File: config.mk
export PLATFORM = sky130hd
export DESIGN_NAME = signed_integer_to_ascii_radix_unit
export DESIGN_NICKNAME = d
export VERILOG_FILES = /design/src/sv/siar_pkg.sv /design/src/sv/siar_ram.sv /design/src/sv/signed_integer_to_ascii_radix_unit.sv
export SDC_FILE = /design/constraint.sdc
export NUM_CORES = 1
export LEC_CHECK = 0
export BUFFER_PORTS_ARGS = -buffer_cell sky130_fd_sc_hd__clkbuf_2
export CELL_PAD_IN_SITES_DETAIL_PLACEMENT = 1
export CELL_PAD_IN_SITES_GLOBAL_PLACEMENT = 2
export CORE_MARGIN = 2
export CORE_UTILIZATION = 40
export DETAILED_ROUTE_END_ITERATION = 7
export PLACE_DENSITY_LB_ADDON = 0.25
export SETUP_SLACK_MARGIN = 0.05
export SYNTH_ARGS = -nofsm -noshare
export SYNTH_HDL_FRONTEND = slang
export SYNTH_SLANG_ARGS = --single-unit
File: constraint.sdc
create_clock -name clock -period 3.3 [get_ports clock]
set_input_delay 0.33 -clock clock [delete_from_list [all_inputs] [get_ports clock]]
set_output_delay 0.33 -clock clock [all_outputs]
set_load 0.02 [all_outputs]
File: src/sv/siar_pkg.sv
// Shared types, constants and helper functions for the integer to ASCII unit.
// No dependencies; imported by the top level.
`default_nettype none

package siar_pkg;

   localparam int RADIX_BITS    = 6;
   localparam int DIGIT_BITS    = 6;
   localparam int CHAR_BITS     = 7;
   localparam int RSP_DATA_BITS = 8;

   localparam logic [RADIX_BITS-1:0] RADIX_RESET = 6'd10;
   localparam logic [RADIX_BITS-1:0] RADIX_MIN   = 6'd2;
   localparam logic [RADIX_BITS-1:0] RADIX_MAX   = 6'd36;
   localparam logic [RADIX_BITS-1:0] RADIX_OCT   = 6'd8;
   localparam logic [RADIX_BITS-1:0] RADIX_HEX   = 6'd16;
   localparam logic [DIGIT_BITS-1:0] DIGIT_TEN   = 6'd10;

   localparam logic [CHAR_BITS-1:0] CHAR_MINUS   = 7'h2D;
   localparam logic [CHAR_BITS-1:0] CHAR_ZERO    = 7'h30;
   localparam logic [CHAR_BITS-1:0] CHAR_UPPER_A = 7'h41;
   localparam logic [CHAR_BITS-1:0] CHAR_UPPER_X = 7'h58;

   typedef enum logic [6:0] {
      ST_IDLE = 7'b0000001,
      ST_DIV  = 7'b0000010,
      ST_SIGN = 7'b0000100,
      ST_PRE0 = 7'b0001000,
      ST_PREX = 7'b0010000,
      ST_RD   = 7'b0100000,
      ST_EMIT = 7'b1000000
   } siar_state_type;

   // Clamp the programmed base into 2..36.
   function automatic logic [RADIX_BITS-1:0] sat_radix(input logic [RADIX_BITS-1:0] r);
      logic [RADIX_BITS-1:0] res;
      if (r < RADIX_MIN) begin
         res = RADIX_MIN;
      end else if (r > RADIX_MAX) begin
         res = RADIX_MAX;
      end else begin
         res = r;
      end
      return res;
   endfunction

   function automatic logic [CHAR_BITS-1:0] digit_to_char(input logic [DIGIT_BITS-1:0] d);
      logic [CHAR_BITS-1:0] res;
      if (d >= DIGIT_TEN) begin
         res = CHAR_UPPER_A + CHAR_BITS'(d - DIGIT_TEN);
      end else begin
         res = CHAR_ZERO + CHAR_BITS'(d);
      end
      return res;
   endfunction

endpackage

`default_nettype wire

File: src/sv/siar_ram.sv
// Generic single-clock RAM: one write port, one read port, registered read.
// No dependencies.
`default_nettype none

module siar_ram #(
   parameter int WIDTH = 8,
   parameter int DEPTH = 32
) (
   input  wire logic                     clock,
   input  wire logic                     wr_en,
   input  wire logic [$clog2(DEPTH)-1:0] wr_addr,
   input  wire logic [WIDTH-1:0]         wr_data,
   input  wire logic                     rd_en,
   input  wire logic [$clog2(DEPTH)-1:0] rd_addr,
   output logic      [WIDTH-1:0]         rd_data
);

   logic [WIDTH-1:0] mem_ff [DEPTH];

   always_ff @(posedge clock) begin
      if (wr_en) begin
         mem_ff[wr_addr] <= wr_data;
      end
      if (rd_en) begin
         rd_data <= mem_ff[rd_addr];
      end
   end

endmodule

`default_nettype wire

File: src/sv/signed_integer_to_ascii_radix_unit.sv
// Each digit is found by restoring division in ST_DIV, one quotient bit per step, and written
// to the digit store; the sign and any prefix chars leave next, then the digits, most significant first.
// Each digit is read from the digit store (ST_RD), then loaded into the output register (ST_EMIT).
// A new item is taken only in ST_IDLE, once the last char of the previous item is in the output
// register; output stalls hold the unit in its sign, prefix and digit states.
// Reset: sync, active high; clears control and output valid, radix to 10, not the digit store.
`default_nettype none

module signed_integer_to_ascii_radix_unit
   import siar_pkg::*;
#(
   parameter int VALUE_BITS = 32
) (
   input  wire logic                                  clock,
   input  wire logic                                  reset,
   input  wire logic                                  csr_wr_en,
   input  wire logic [RADIX_BITS-1:0]                 csr_wr_data,
   input  wire logic                                  req_tvalid,
   output logic                                       req_tready,
   input  wire logic [((VALUE_BITS+7)/8)*8-1:0]       req_tdata,  // [VALUE_BITS-1:0] value
   output logic                                       rsp_tvalid,
   input  wire logic                                  rsp_tready,
   output logic      [RSP_DATA_BITS-1:0]              rsp_tdata,  // [6:0] char_code
   output logic                                       rsp_tlast   // last_char
);

   localparam int CNT_BITS = $clog2(VALUE_BITS);

   siar_state_type          state_ff, state_in;
   logic [RADIX_BITS-1:0]   radix_ff, radix_in;
   logic [RADIX_BITS-1:0]   base_ff, base_in;
   logic                    neg_ff, neg_in;
   logic [VALUE_BITS-1:0]   quot_ff, quot_in;
   logic [DIGIT_BITS-1:0]   rem_ff, rem_in;
   logic [CNT_BITS-1:0]     bit_cnt_ff, bit_cnt_in;
   logic [CNT_BITS-1:0]     ptr_ff, ptr_in;
   logic                    rsp_valid_ff, rsp_valid_in;
   logic [CHAR_BITS-1:0]    rsp_char_ff, rsp_char_in;
   logic                    rsp_last_ff, rsp_last_in;

   logic                    accept;
   logic                    out_free;
   logic                    rsp_load;
   logic [VALUE_BITS-1:0]   value;
   logic [DIGIT_BITS:0]     trial;
   logic [DIGIT_BITS:0]     diff;
   logic                    ge;
   logic [DIGIT_BITS-1:0]   rem_step;
   logic [VALUE_BITS-1:0]   quot_step;
   logic                    last_bit;
   logic                    has_prefix;
   logic                    ram_wr_en;
   logic                    ram_rd_en;
   logic [DIGIT_BITS-1:0]   ram_rd_data;

   assign req_tready = (state_ff == ST_IDLE);
   assign accept     = req_tvalid && req_tready;
   assign out_free   = !rsp_valid_ff || rsp_tready;
   assign value      = req_tdata[VALUE_BITS-1:0];

   // One restoring division step per cycle: quotient bits shift in at the bottom.
   assign trial     = {rem_ff, quot_ff[VALUE_BITS-1]};
   assign diff      = trial - {1'b0, base_ff};
   assign ge        = (trial >= {1'b0, base_ff});
   assign rem_step  = ge ? diff[DIGIT_BITS-1:0] : trial[DIGIT_BITS-1:0];
   assign quot_step = {quot_ff[VALUE_BITS-2:0], ge};
   assign last_bit  = (bit_cnt_ff == CNT_BITS'(VALUE_BITS - 1));

   assign has_prefix = (base_ff == RADIX_OCT) || (base_ff == RADIX_HEX);

   // The last digit is written on the edge that leaves ST_DIV, so the read in
   // ST_RD always sees it; write and read never meet in one cycle.
   assign ram_wr_en = (state_ff == ST_DIV) && last_bit;
   assign ram_rd_en = (state_ff == ST_RD);

   siar_ram #(
      .WIDTH (DIGIT_BITS),
      .DEPTH (VALUE_BITS)
   ) u_digit_ram (
      .clock   (clock),
      .wr_en   (ram_wr_en),
      .wr_addr (ptr_ff),
      .wr_data (rem_step),
      .rd_en   (ram_rd_en),
      .rd_addr (ptr_ff),
      .rd_data (ram_rd_data)
   );

   always_comb begin
      state_in    = state_ff;
      radix_in    = csr_wr_en ? csr_wr_data : radix_ff;
      base_in     = base_ff;
      neg_in      = neg_ff;
      quot_in     = quot_ff;
      rem_in      = rem_ff;
      bit_cnt_in  = bit_cnt_ff;
      ptr_in      = ptr_ff;
      rsp_load    = 1'b0;
      rsp_char_in = rsp_char_ff;
      rsp_last_in = rsp_last_ff;

      unique case (state_ff)
         ST_IDLE: begin
            if (accept) begin
               base_in    = sat_radix(radix_ff);
               neg_in     = value[VALUE_BITS-1];
               // two's complement; the most negative value maps to 2^(N-1) unsigned
               quot_in    = value[VALUE_BITS-1] ? (~value + 1'b1) : value;
               rem_in     = '0;
               bit_cnt_in = '0;
               ptr_in     = '0;
               state_in   = ST_DIV;
            end
         end
         ST_DIV: begin
            quot_in    = quot_step;
            rem_in     = rem_step;
            bit_cnt_in = bit_cnt_ff + 1'b1;
            if (last_bit) begin
               rem_in     = '0;
               bit_cnt_in = '0;
               if (quot_step != '0) begin
                  ptr_in = ptr_ff + 1'b1;
               end else if (neg_ff) begin
                  state_in = ST_SIGN;
               end else if (has_prefix) begin
                  state_in = ST_PRE0;
               end else begin
                  state_in = ST_RD;
               end
            end
         end
         ST_SIGN: begin
            if (out_free) begin
               rsp_load    = 1'b1;
               rsp_char_in = CHAR_MINUS;
               rsp_last_in = 1'b0;
               state_in    = has_prefix ? ST_PRE0 : ST_RD;
            end
         end
         ST_PRE0: begin
            if (out_free) begin
               rsp_load    = 1'b1;
               rsp_char_in = CHAR_ZERO;
               rsp_last_in = 1'b0;
               state_in    = (base_ff == RADIX_HEX) ? ST_PREX : ST_RD;
            end
         end
         ST_PREX: begin
            if (out_free) begin
               rsp_load    = 1'b1;
               rsp_char_in = CHAR_UPPER_X;
               rsp_last_in = 1'b0;
               state_in    = ST_RD;
            end
         end
         ST_RD: begin
            state_in = ST_EMIT;
         end
         ST_EMIT: begin
            if (out_free) begin
               rsp_load    = 1'b1;
               rsp_char_in = digit_to_char(ram_rd_data);
               rsp_last_in = (ptr_ff == '0);
               if (ptr_ff == '0) begin
                  state_in = ST_IDLE;
               end else begin
                  ptr_in   = ptr_ff - 1'b1;
                  state_in = ST_RD;
               end
            end
         end
         default: begin
            state_in = ST_IDLE;
         end
      endcase

      rsp_valid_in = rsp_load || (rsp_valid_ff && !rsp_tready);
   end

   always_ff @(posedge clock) begin
      if (reset) begin
         state_ff     <= ST_IDLE;
         radix_ff     <= RADIX_RESET;
         rsp_valid_ff <= 1'b0;
      end else begin
         state_ff     <= state_in;
         radix_ff     <= radix_in;
         rsp_valid_ff <= rsp_valid_in;
      end
   end

   always_ff @(posedge clock) begin
      base_ff     <= base_in;
      neg_ff      <= neg_in;
      quot_ff     <= quot_in;
      rem_ff      <= rem_in;
      bit_cnt_ff  <= bit_cnt_in;
      ptr_ff      <= ptr_in;
      rsp_char_ff <= rsp_char_in;
      rsp_last_ff <= rsp_last_in;
   end

   assign rsp_tvalid = rsp_valid_ff;
   assign rsp_tdata  = {1'b0, rsp_char_ff};
   assign rsp_tlast  = rsp_last_ff;

endmodule

`default_nettype wire

* Yosys cells after proc, flatten, opt, wreduce, memory -nomap -nowiden
Memories as Yosys holds them, arrays and structs flattened. A register that Yosys moved wholly into a read port is not among the register bits.
Index checks and enable logic that the tools add are counted.
** Storage, ports and cells
- Register bits after elaboration :: 77
- Bits in writable memories :: 192
- Bits of input ports :: 43
- Output and inout port bits :: 11
- Logic and storage cells :: 110
- Memories :: 1
** Memories
- u_digit_ram.mem_ff :: depth 32, bits a word 6, read ports 1, clocked after memory_dff 1, write ports 1, line siar_ram.sv:18 : logic [WIDTH-1:0] mem_ff [DEPTH];
** Operators by class
- Add/subtract/negate cells :: 8
- Magnitude comparators :: 4
- Equal/unequal tests :: 20
- Mux-type cells :: 41
- Bitwise gates (word level) :: 1
- Reduce and logical (&&, ||, !) cells :: 23
** Operator list (count)
- $mux W7 :: 12
- $mux W32 :: 2
- $pmux W32 S2 :: 1
- $pmux W7 S7 :: 1
- $mux W6 :: 8
- $add A32 B1 Y32 const B :: 1
- $not A32 Y32 :: 1
- $reduce_bool A32 Y1 :: 1
- $mux W5 :: 6
- $pmux W7 S4 :: 1
- $pmux W5 S3 :: 1
- $ne A2 B2 Y1 const B :: 7
- $pmux W6 S2 :: 1
- $add A5 B1 Y5 const B :: 2
- $pmux W5 S2 :: 1
- $add A6 B6 Y7 const A :: 1
- $add A7 B7 Y7 const A :: 1
- $eq A7 B1 Y1 const B :: 1
- $eq A7 B2 Y1 const B :: 1
- $eq A7 B3 Y1 const B :: 1
- $eq A7 B4 Y1 const B :: 1
- $eq A7 B5 Y1 const B :: 1
- $eq A7 B6 Y1 const B :: 1
- $eq A7 B7 Y1 const B :: 1
- other kinds (28) :: 42

* Logic depth before layout (Yosys ltp)
Gate-level depths: netlist (run 1).
- Word-level depth :: 7
- Mapped depth :: 10
- Depth with buffers taken out :: 9

* Cells and area by module
A second synthesis (run 1) with hierarchy kept.
** Second synthesis, totals
- Cell total of the unflattened synthesis :: 808
- Area, all modules :: 12310.6 sq um
** By module, submodules not included
- siar_ram :: times used 1, cells an instance 323, area an instance 7649.8 sq um, seq. area each 5945.7 sq um
- signed_integer_to_ascii_radix_unit :: times used 1, cells an instance 485, area an instance 4660.7 sq um, seq. area each 2172.1 sq um

* Worst setup path before layout (run 1)
No wires, ideal clock.
- Path type :: register to register
- Start point :: register rem_ff[1]
- End point :: memory u_digit_ram.mem_ff[0][4] in the netlist's numbering (data pin)
- Setup time :: 0.460 ns
- Arrival :: 2.762 ns
- Required time :: 2.840 ns
- Slack :: 0.078 ns
- Stages on the path, launching flop included :: 7
- Path buffers :: 1
- Period minus slack after synthesis :: 3.222 ns
- Path through :: edfxtp_1 -> ha_1 -> nand2_1 -> o21ai_0 -> a2111oi_4 -> clkbuf_1 -> o21ai_0
** Between the ends
- Longest elaborated chain between the ends :: 2
- Elaborated cells on any way between the ends :: 3
- Classes of those cells :: add/sub (1); order compare (1); mux (1)
** Ends and longest elaborated chain
- from (decl) :: line signed_integer_to_ascii_radix_unit.sv:34 : logic [DIGIT_BITS-1:0] rem_ff, rem_in;
- from (signal assigned) :: line signed_integer_to_ascii_radix_unit.sv:197 : rem_ff <= rem_in;
- $sub A6 B6 Y6 or $ge A7 B6 Y1 (tied branches) :: line signed_integer_to_ascii_radix_unit.sv:63, signed_integer_to_ascii_radix_unit.sv:64
- $mux W6 * :: line signed_integer_to_ascii_radix_unit.sv:65 : assign rem_step = ge ? diff[DIGIT_BITS-1:0] : trial[DIGIT_BITS-1:0];
- via rem_step[4] :: line signed_integer_to_ascii_radix_unit.sv:48 : logic [DIGIT_BITS-1:0] rem_step;
- to (decl) :: line siar_ram.sv:18
Mark *: on every way through the listed nets, which the timed path passes. The rest lies on a longest branch.

* Final worst setup path (run 1)
- Start point :: register rem_ff[1]
- End point :: memory u_digit_ram.mem_ff[1][3] in the netlist's numbering (data pin)
Same word-level chain as after synthesis.

==> summary.md, run 1 <==
| Metric | Value |
|---|---|
| Max Fclk | `0.364 GHz` |
| CP max stage delay | `0.56 ns` |
| GRT Total Usage | `0.182` |
| Clk buf depth | `3` |
| Setup bufs post-CTS | `0` |
| RSZ-0062 raised after global routing | `no` |
| Synthesized net count | `916` |
| Worst Setup Slack, final | `about 0.55 ns` |
| Cells after Synth | `856` |
| Initial antenna violation count | `0` |
| Max_cap viols | `0` |
| Crit Path Class | `reg2reg` |
| DP Worst Slack | `0.531 ns` |
| Post-Syn Area | `0.0123 mm2` |
| GPL Wtd Cong | `0.766` |
| CP top delay family | `compound AO/OA/AOI/OAI gates` |
| Multi-input gate area | `0.00397 mm2` |
| Fillers | `~3000` |
| Setup Total Neg Slack | `0 ns` |
| Sequential-to-total area share from yosys stat | `0.658` |
| CORE AREA | `0.0305 mm2` |
| Skew final | `0.00693 ns` |
| Reg clk slew, reported paths | `0.06 ns` |
| Worst hold path type | `in2reg` |
| Relative slew slack | `0.370` |
| Clock root cell | `clkbuf_16` |
| Share of cells above drive strength 1 | `0.201` |
| Commonest non-fill, non-tap cell in the layout | `edfxtp_1` |
| Most used DFF post-synth | `edfxtp_1` |
| Post-synth EDFFs | `between 200 and 300` |
| TritonCTS Buffers | `29` |
| CP Cell Sequence | `ha_1, a21oi_1, o21ai_0, a2111oi_4, buf_4, nor2_1, a22o_1, buf_4` |
| Pins Over Slew Limit | `0` |
| Leak | `about 4.8 nW` |
| Final period util | `0.833` |
| Initial DRC Count | `526` |
| First-pass iteration count of the detailed router | `7` |
| FF+latch count, synth | `275` |
| Most frequent cells in the layout | `edfxtp_1, nor2_1, nand2_1` |
| Vias | `about 7500` |
| Largest net degree at the start of global routing | `55` |
| Netlist cell types | `65` |
| Vias in the first global route | `7902` |
| Critical path data required time | `3.56 ns` |
| WHS | `~0.026 ns` |
| H-tree Lvls | `1` |
| Post-layout minimum cycle time | `~2.7 ns` |
| Status | `finished clean` |
| Crit end category | `flop` |
| CTS tree | `done` |
| Vias per cell | `roughly 5.6` |
| Reg2reg setup slack | `0.55 ns` |
| Peak supply drop | `321 uV` |
| Clk_lat worst skew | `approximately 0.55 ns` |
| Effective utilization at floorplan | `0.405` |
| Crit path arrival time | `3.00 ns` |
| HPWL after DPL | `approximately 20000 um` |
| Drt drc | `0` |
| Total wire length | `29500 um` |
| First-pass GRT wire length | `46200 um` |
| Hold Vio Cnt, Final | `0` |
| IO Port Bufs | `52` |
| CP bufs+invs | `2` |
| Die Ht | `around 180 um` |
| Max FO, Critical Path | `32` |
| # diodes | `0` |
| Die width | `180 um` |
| GRT overflow | `0` |
| Util after Layout | `0.463` |
| IO Pins | `54` |
| FP Rows | `64` |
| Final setup violation count | `0` |
| Nets | `991` |
| Startpoint Class | `flop` |
| Area Growth Syn to Fin | `14.5%` |
| Avg Cell Area, Syn | `14.4 um2` |
| Most used cell, CP | `buf_4` |
| Final antenna-violating net count | `0` |
| Sequential Area | `between 0.008 and 0.009 mm2` |
| Die area | `between 0.03 and 0.04 mm2` |
| Num Clock Sinks | `275` |
| WL/cell | `~22 um` |
| Pwr per Cell Area | `637 mW/mm2` |
| Share of synthesized registers carrying an async set or reset | `0` |
| Worst-Margin Slew | `0.944 ns` |
| CP max-delay cell | `a2111oi_4` |
| Ys Warns | `0` |
==> area by class of cell <==
class	instances	share of cell area
Sequential cell	275	0.574
Multi-Input combinational cell	512	0.281
Clock buffer	36	0.0532
Timing Repair Buffer	86	0.0405
Tap cell	396	0.0351
Clock inverter	16	0.00921
Inverter	27	0.00717
==> path summary, 6_finish.rpt <==
check,end,cells after the start,start
max,u_digit_ram.mem_ff[1][3],8,rem_ff[1]
max reg2reg,u_digit_ram.mem_ff[1][3],8,rem_ff[1]
min reg2reg,radix_ff[0],2,radix_ff[0]
min,radix_ff[5],3,csr_wr_data[5]
==> registers in the layout (all words and copies together), names as in the netlist, 5 cells and up <==
signal and count:
state_ff 7, quot_ff 32, ptr_ff 5, base_ff 6, radix_ff 6, u_digit_ram.mem_ff 192
rem_ff 6, bit_cnt_ff 5, rsp_char_ff 7, u_digit_ram.rd_data 6
==> metrics by stage <==
stage,cells,power [mW],area (um2)
2_1_floorplan,856,5.37,12300
3_3_place_gp,1293,5.99,13200
4_1_cts,1348,9.11,14100
6_report,1348,9.01,14100
5_1_grt,1348,9.36,14100
3_5_place_dp,1293,6.02,13200
==> worst reg2reg max path, stage by stage, from the launching register on <==
cell and delay [ns]:
edfxtp_1 0.40, ha_1 0.36, a21oi_1 0.14, o21ai_0 0.17, a2111oi_4 0.56, buf_4 0.28
nor2_1 0.06, a22o_1 0.22, buf_4 0.25
==> synthesized netlist by cell type (2+ instances only) <==
cell	n	area (um2)
or4_1	5	37.5
a21oi_1	39	195
fa_1	2	40.0
xnor2_1	17	149
nor3b_1	7	52.6
or3b_2	2	17.5
o31ai_1	5	37.5
a41oi_1	3	26.3
buf_2	13	65.1
o31a_1	2	17.5
and3_1	6	37.5
and2_1	3	18.8
nand2_1	55	206
inv_1	25	93.8
a211oi_1	2	15.0
nand4b_1	2	17.5
or3_1	6	37.5
ha_1	15	188
dfxtp_1	14	280
nor2_1	84	315
nand4_1	14	87.6
edfxtp_1	261	7840
nand3b_1	2	15.0
mux2i_1	6	60.1
a31o_2	2	17.5
clkbuf_1	25	93.8
o21ai_0	51	255
a22oi_1	18	135
nand2b_1	4	25.0
a221oi_1	2	17.5
buf_1	3	11.3
mux4_2	48	1080
a211o_1	2	17.5
a31oi_1	2	12.5
nand3_1	7	35.0
o41ai_1	4	35.0
xor2_1	26	228
nor2b_1	17	106
a21o_1	5	37.5
nor3_1	14	70.1
nor4_1	12	75.1
==> per-layer routing <==
| layer | GRT usage | vias up | part of all wire |
|---|---|---|---|
| met1 | 0.262 | 3832 | 0.47 |
| met4 | 0.0446 | 0 | 0.018 |
| met5 | 0 | - | 0 |
| li1 | - | 3450 | - |
| met2 | 0.297 | 162 | 0.48 |
| met3 | 0.0219 | 38 | 0.038 |
==> power breakdown <==
group	internal, mW	total [mW]	switching, mW
clock network	1.76	3.08	1.32
registers	4.26	4.38	0.114
logic	0.562	1.55	0.989
==> timing repair <==
action                                 CTS  global route
resized for setup                        0             0
hold buffers                             3             0
endpoints found under the hold margin    3             0
==> logic make-up after synthesis <==
logic type	count (synthesis)	share of synthesized area
adder cells (fa/ha/maj)	18	0.0193
multiplexers	55	0.0934
XOR/XNOR	43	0.0305
other	1	0.000304
buffers and inverters	69	0.0226
flip-flops	275	0.658
AO/OA/AOI/OAI	145	0.0736
AND/OR/NAND/NOR	250	0.103
Note: power is estimated with default switching activity, not from simulation.
==> inputs of run 2 (changes only) <==
--- a/config.mk
+++ b/config.mk
@@ -9,7 +9,7 @@
 export CELL_PAD_IN_SITES_DETAIL_PLACEMENT = 1
 export CELL_PAD_IN_SITES_GLOBAL_PLACEMENT = 2
 export CORE_MARGIN = 2
-export CORE_UTILIZATION = 40
+export CORE_UTILIZATION = 45
 export DETAILED_ROUTE_END_ITERATION = 7
 export PLACE_DENSITY_LB_ADDON = 0.25
 export SETUP_SLACK_MARGIN = 0.05
==> constraint.sdc (replaced) <==
create_clock -name clock -period 2.8 [get_ports clock]
set_input_delay 0.28 -clock clock [delete_from_list [all_inputs] [get_ports clock]]
set_output_delay 0.28 -clock clock [all_outputs]
set_load 0.02 [all_outputs]
==> summary.md, run 2 (synthesized netlist as in run 1, its figures left out) <==
| Metric | Value |
|---|---|
| Effective utilization at floorplan | `0.458 (was 0.405)` |
| Die Ht | `170 um (was 180 um)` |
| Worst-Margin Slew | `0.920 ns (was 0.944 ns)` |
| Layout Cells excl Fill | `1295 (was 1348)` |
| IO Port Bufs | `52 (unchanged)` |
| Final antenna-violating net count | `0 (unchanged)` |
| Pins Over Slew Limit | `0 (unchanged)` |
| DP Cell Count | `1235 (was 1293)` |
| CORE AREA | `0.0270 mm2 (was 0.0305 mm2)` |
| DP Worst Slack | `0.0806 ns (was 0.531 ns)` |
| Max_cap viols | `0 (unchanged)` |
| IO Pins | `54 (unchanged)` |
| Multi-input gate area | `0.00398 mm2 (was 0.00397 mm2)` |
| Biggest regs | `u_digit_ram.mem_ff: 192 flops, quot_ff: 32 flops (unchanged)` |
| CP max stage delay | `0.41 ns (was 0.56 ns)` |
| Vias | `7640 (was 7482)` |
| Hold Vio Cnt, Final | `0 (unchanged)` |
| HPWL after DPL | `20200 um (was 19800 um)` |
| CTS tree | `done (unchanged)` |
| GPL Wtd Cong | `0.847 (was 0.766)` |
| Startpoint Class | `flop (unchanged)` |
| Max FO, Critical Path | `8 (was 32)` |
| RSZ-0062 raised after global routing | `no (unchanged)` |
| Crit end category | `flop (unchanged)` |
| Critical path data required time | `3.01 ns (was 3.56 ns)` |
| Setup bufs post-CTS | `0 (unchanged)` |
| CP max-delay cell | `edfxtp_1 (was a2111oi_4)` |
| First-pass iteration count of the detailed router | `5 (was 7)` |
| Vias per cell | `5.90 (was 5.55)` |
| Num Clock Sinks | `275 (unchanged)` |
| Pwr per Cell Area | `770 mW/mm2 (was 637 mW/mm2)` |
| Vias in the first global route | `8131 (was 7902)` |
| Commonest non-fill, non-tap cell in the layout | `edfxtp_1 (unchanged)` |
| DP Area | `0.0132 mm2 (about the same)` |
| Post-layout minimum cycle time | `2.52 ns (was 2.75 ns)` |
| Cell area after layout | `0.0142 mm2 (was 0.0141 mm2)` |
| Max Fclk | `0.397 GHz (was 0.364 GHz)` |
| FP Rows | `60 (was 64)` |
| Max FFs per register | `192 (unchanged)` |
| Most frequent cells in the layout | `edfxtp_1, nor2_1, nand2_1 (unchanged)` |
| Setup Total Neg Slack | `0 ns (unchanged)` |
| CP bufs+invs | `1 (was 2)` |
| Final period util | `0.900 (was 0.833)` |
| # diodes | `0 (unchanged)` |
| Sequential Area | `0.00812 mm2 (unchanged)` |
| Clk_lat worst skew | `0.56 ns (was 0.55 ns)` |
| Total wire length | `30100 um (was 29500 um)` |
| Worst Setup Slack, final | `0.280 ns (was 0.551 ns)` |
| TritonCTS Buffers | `29 (unchanged)` |
| Drt drc | `0 (unchanged)` |
| Die width | `170 um (was 180 um)` |
| Peak supply drop | `426 uV (was 321 uV)` |
| Area Growth Syn to Fin | `15.3% (was 14.5%)` |
| Largest register by flop count | `u_digit_ram.mem_ff (unchanged)` |
| Final setup violation count | `0 (unchanged)` |
| Skew final | `0.0130 ns (was 0.00693 ns)` |
| Reg clk slew, reported paths | `0.06 ns (about the same)` |
| Util after Layout | `0.528 (was 0.463)` |
| GRT Total Usage | `0.214 (was 0.182)` |
| Nets | `991 (unchanged)` |
| Worst hold path type | `in2reg (unchanged)` |
| Share of cells above drive strength 1 | `0.200 (was 0.201)` |
| Largest net degree at the start of global routing | `54 (was 55)` |
| Fillers | `2605 (was 3037)` |
| Initial antenna violation count | `0 (unchanged)` |
| Leak | `4.80 nW (was 4.75 nW)` |
| Crit Path Class | `reg2reg (unchanged)` |
| H-tree Lvls | `1 (unchanged)` |
| WL/cell | `23.2 um (was 21.9 um)` |
| Clk buf depth | `3 (unchanged)` |
| Crit path arrival time | `2.73 ns (was 3.00 ns)` |
| CP top delay family | `compound AO/OA/AOI/OAI gates (unchanged)` |
| Relative slew slack | `0.385 (was 0.370)` |
| Die area | `0.0288 mm2 (was 0.0323 mm2)` |
| First-pass GRT wire length | `46900 um (was 46200 um)` |
| GRT overflow | `0 (unchanged)` |
| Status | `finished clean (unchanged)` |
| CP Cell Sequence | `inv_1, ha_1, nand2_1, o21ai_0, a2111oi_4, a21oi_2, nor3_1, nor3_2 (was ha_1, a21oi_1, o21ai_0, a2111oi_4, buf_4, nor2_1, a22o_1, buf_4)` |
| Initial DRC Count | `533 (was 526)` |
| Clock root cell | `clkbuf_16 (unchanged)` |
## run 2: through the flow
stage	power, mW	hold WS, ns
detailed placement	7.16	0.495
CTS	11.0	0.0496
floorplan	6.33	0.372
global route	11.3	0.0774
global placement	7.06	0.482
finish	11.0	0.0646
## run 2: final timing paths
check               from          end  depth (start not counted)  slack, ns
max reg2reg   base_ff[1]    ptr_ff[1]                          8       0.28
min reg2reg  radix_ff[0]  radix_ff[0]                          2       0.51
max           base_ff[1]    ptr_ff[1]                          8       0.28
min           rsp_tready   rsp_tvalid                          3       0.06
## run 2: area by class of cell
class / count / area share
Multi-Input combinational cell: 512 / 0.280
Clock buffer: 33 / 0.0521
Clock inverter: 21 / 0.0154
Sequential cell: 275 / 0.571
Tap cell: 341 / 0.0300
Timing Repair Buffer: 86 / 0.0452
Inverter: 27 / 0.00712
## run 2: worst min-delay path: cells and delay by family
family	cells	cell delay [ns]
and+or+nand+nor	1	0.13
buffers and inverters	1	0.08
AOI/OAI and AO/OA	1	0.07
## run 2: power breakdown
group	switching [mW]	internal (mW)
Sequential	0.141	5.02
Combinational	1.17	0.739
Clock	1.61	2.27
## run 2: timing repair
item,in CTS,in global routing
gates resized for setup,1,2
hold buffers,6,0
hold endpoints to repair,6,0
endpoints found under the setup margin,5,6
pin swaps,0,1
## run 2: routing by layer
layer,track usage,wire length [um]
met5,0,0
met4,0.0587,670
met3,0.0329,1520
met2,0.359,14700
met1,0.293,13200
==> inputs of run 3 (changes only) <==
==> constraint.sdc (replaced) <==
create_clock -name clock -period 2.7 [get_ports clock]
set_input_delay 0.27 -clock clock [delete_from_list [all_inputs] [get_ports clock]]
set_output_delay 0.27 -clock clock [all_outputs]
set_load 0.02 [all_outputs]
==> summary.md, run 3 (synthesized netlist as in run 1, its figures left out) <==
| Metric | Value |
|---|---|
| IO Pins | `54 (unchanged)` |
| Layout Cells excl Fill | `1314 (was 1295)` |
| Share of cells above drive strength 1 | `0.207 (was 0.200)` |
| Clock root cell | `clkbuf_16 (unchanged)` |
| Drt drc | `0 (unchanged)` |
| Reg clk slew, reported paths | `0.06 ns (about the same)` |
| Max Fclk | `0.401 GHz (was 0.397 GHz)` |
| Num Clock Sinks | `275 (unchanged)` |
| Final setup violation count | `0 (unchanged)` |
| First-pass GRT wire length | `47300 um (was 46900 um)` |
| GRT overflow | `0 (unchanged)` |
| Share of power burned in registers | `0.483 (was 0.471)` |
| Leak | `4.86 nW (was 4.80 nW)` |
| Hold Vio Cnt, Final | `0 (unchanged)` |
| Sw Share | `0.270 (was 0.266)` |
| Effective utilization at floorplan | `0.458 (unchanged)` |
| H-tree Lvls | `1 (unchanged)` |
| Vias per cell | `5.88 (was 5.90)` |
| Vias in the first global route | `8358 (was 8131)` |
| Final antenna-violating net count | `0 (unchanged)` |
| Relative slew slack | `0.487 (was 0.385)` |
| Startpoint Class | `flop (unchanged)` |
| Comb power frac | `0.182 (was 0.174)` |
| WL/cell | `22.9 um (was 23.2 um)` |
| Die width | `170 um (unchanged)` |
| Max FO, Critical Path | `8 (unchanged)` |
| Worst-Margin Slew | `0.768 ns (was 0.920 ns)` |
| Vias | `7723 (was 7640)` |
| Total wire length | `30100 um (about the same)` |
| Util after Layout | `0.529 (was 0.528)` |
| GRT Total Usage | `0.214 (about the same)` |
| Largest register by flop count | `u_digit_ram.mem_ff (unchanged)` |
| CORE AREA | `0.0270 mm2 (unchanged)` |
| FP Rows | `60 (unchanged)` |
| Crit end category | `flop (unchanged)` |
| Post-layout minimum cycle time | `2.49 ns (was 2.52 ns)` |
| Biggest regs | `u_digit_ram.mem_ff: 192 flops, quot_ff: 32 flops (unchanged)` |
| GPL Wtd Cong | `0.846 (was 0.847)` |
| IO Port Bufs | `52 (unchanged)` |
| Die Ht | `170 um (unchanged)` |
| TritonCTS Buffers | `29 (unchanged)` |
| Commonest non-fill, non-tap cell in the layout | `edfxtp_1 (unchanged)` |
| RSZ-0062 raised after global routing | `no (unchanged)` |
| Clk buf depth | `3 (unchanged)` |
| Status | `finished clean (unchanged)` |
| Max FFs per register | `192 (unchanged)` |
| Max_cap viols | `0 (unchanged)` |
| Pins Over Slew Limit | `0 (unchanged)` |
| HPWL after DPL | `20000 um (was 20200 um)` |
| NetSw | `2.99 mW (was 2.92 mW)` |
| CTS tree | `done (unchanged)` |
| Final period util | `0.924 (was 0.900)` |
| Initial antenna violation count | `0 (unchanged)` |
| Clk_lat worst skew | `0.57 ns (was 0.56 ns)` |
| # diodes | `0 (unchanged)` |
| Crit Path Class | `reg2reg (unchanged)` |
| Skew final | `0.0128 ns (was 0.0130 ns)` |
| DP Cell Count | `1251 (was 1235)` |
| Critical path data required time | `3.19 ns (was 3.01 ns)` |
| Nets | `1012 (was 991)` |
| Crit path arrival time | `2.99 ns (was 2.73 ns)` |
| Most frequent cells in the layout | `edfxtp_1, nor2_1, nand2_1 (unchanged)` |
| Initial DRC Count | `546 (was 533)` |
| Worst hold path type | `in2reg (unchanged)` |
| Area Growth Syn to Fin | `15.6% (was 15.3%)` |
| Pwr per Cell Area | `774 mW/mm2 (was 770 mW/mm2)` |
| Largest net degree at the start of global routing | `54 (unchanged)` |
| P_int | `8.06 mW (was 8.03 mW)` |
| Die area | `0.0288 mm2 (unchanged)` |
| First-pass iteration count of the detailed router | `5 (unchanged)` |
| Power Total | `11.0 mW (about the same)` |
| Power share of the clock group | `0.334 (was 0.354)` |
| Peak supply drop | `454 uV (was 426 uV)` |
-- run 3: power groups by stage --
stage	clock, mW	sequential, mW	combinational (mW)
after detailed placement	0	5.43	2.00
after global placement	0	5.41	1.87
after CTS	3.76	5.34	2.01
final	3.69	5.34	2.01
after global routing	3.91	5.36	2.20
after floorplan	0	5.37	1.19
-- run 3: worst paths after layout --
check | from | depth (start not counted) | end | slack (ns)
min reg2reg | radix_ff[0] | 2 | radix_ff[0] | 0.53
max reg2reg | quot_ff[25] | 6 | state_ff[4] | 0.21
min | rsp_tready | 3 | rsp_tvalid | 0.04
max | quot_ff[25] | 6 | state_ff[4] | 0.21
-- run 3: critical path: stages, from the launching register on --
cell and delay [ns]:
edfxtp_1 0.40, nor4_1 0.52, nand4_1 0.26, nor2_1 0.40, a21oi_4 0.15, or4b_1 0.55, a21oi_1 0.15
-- run 3: layout make-up --
class	count	area, um2
timing repair buffer	107	783
clock buffer	40	767
inverter	27	101
sequential	275	8120
tap	341	427
fill	2635	12700
clock inverter	12	90.1
multi-input combinational	512	3980
-- run 3: repair_timing --
item,CTS,global route
gates resized for setup,0,5
hold endpoints to repair,6,0
setup endpoints to repair,0,66
setup buffers,0,5
hold buffers,6,0
-- run 3: metal layers --
| metal | global-route usage | routed length, um | vias up |
|---|---|---|---|
| met4 | 0.0713 | 838 | 0 |
| met5 | 0 | 0 | - |
| li1 | - | - | 3498 |
| met1 | 0.287 | 13100 | 3953 |
| met2 | 0.357 | 14700 | 209 |
| met3 | 0.0380 | 1490 | 63 |
-- run 3: through the flow --
step                      hold WS (ns)  cell area [um2]  worst slack (ns)  setup TNS, ns
after floorplan                  0.362            12400            -0.109          -8.81
after global placement           0.487            13300             0.218              0
after detailed placement         0.489            13300             0.144              0
after CTS                       0.0163            14200             0.126              0
after global routing            0.0636            14300            0.0512              0
final                           0.0439            14300             0.206              0
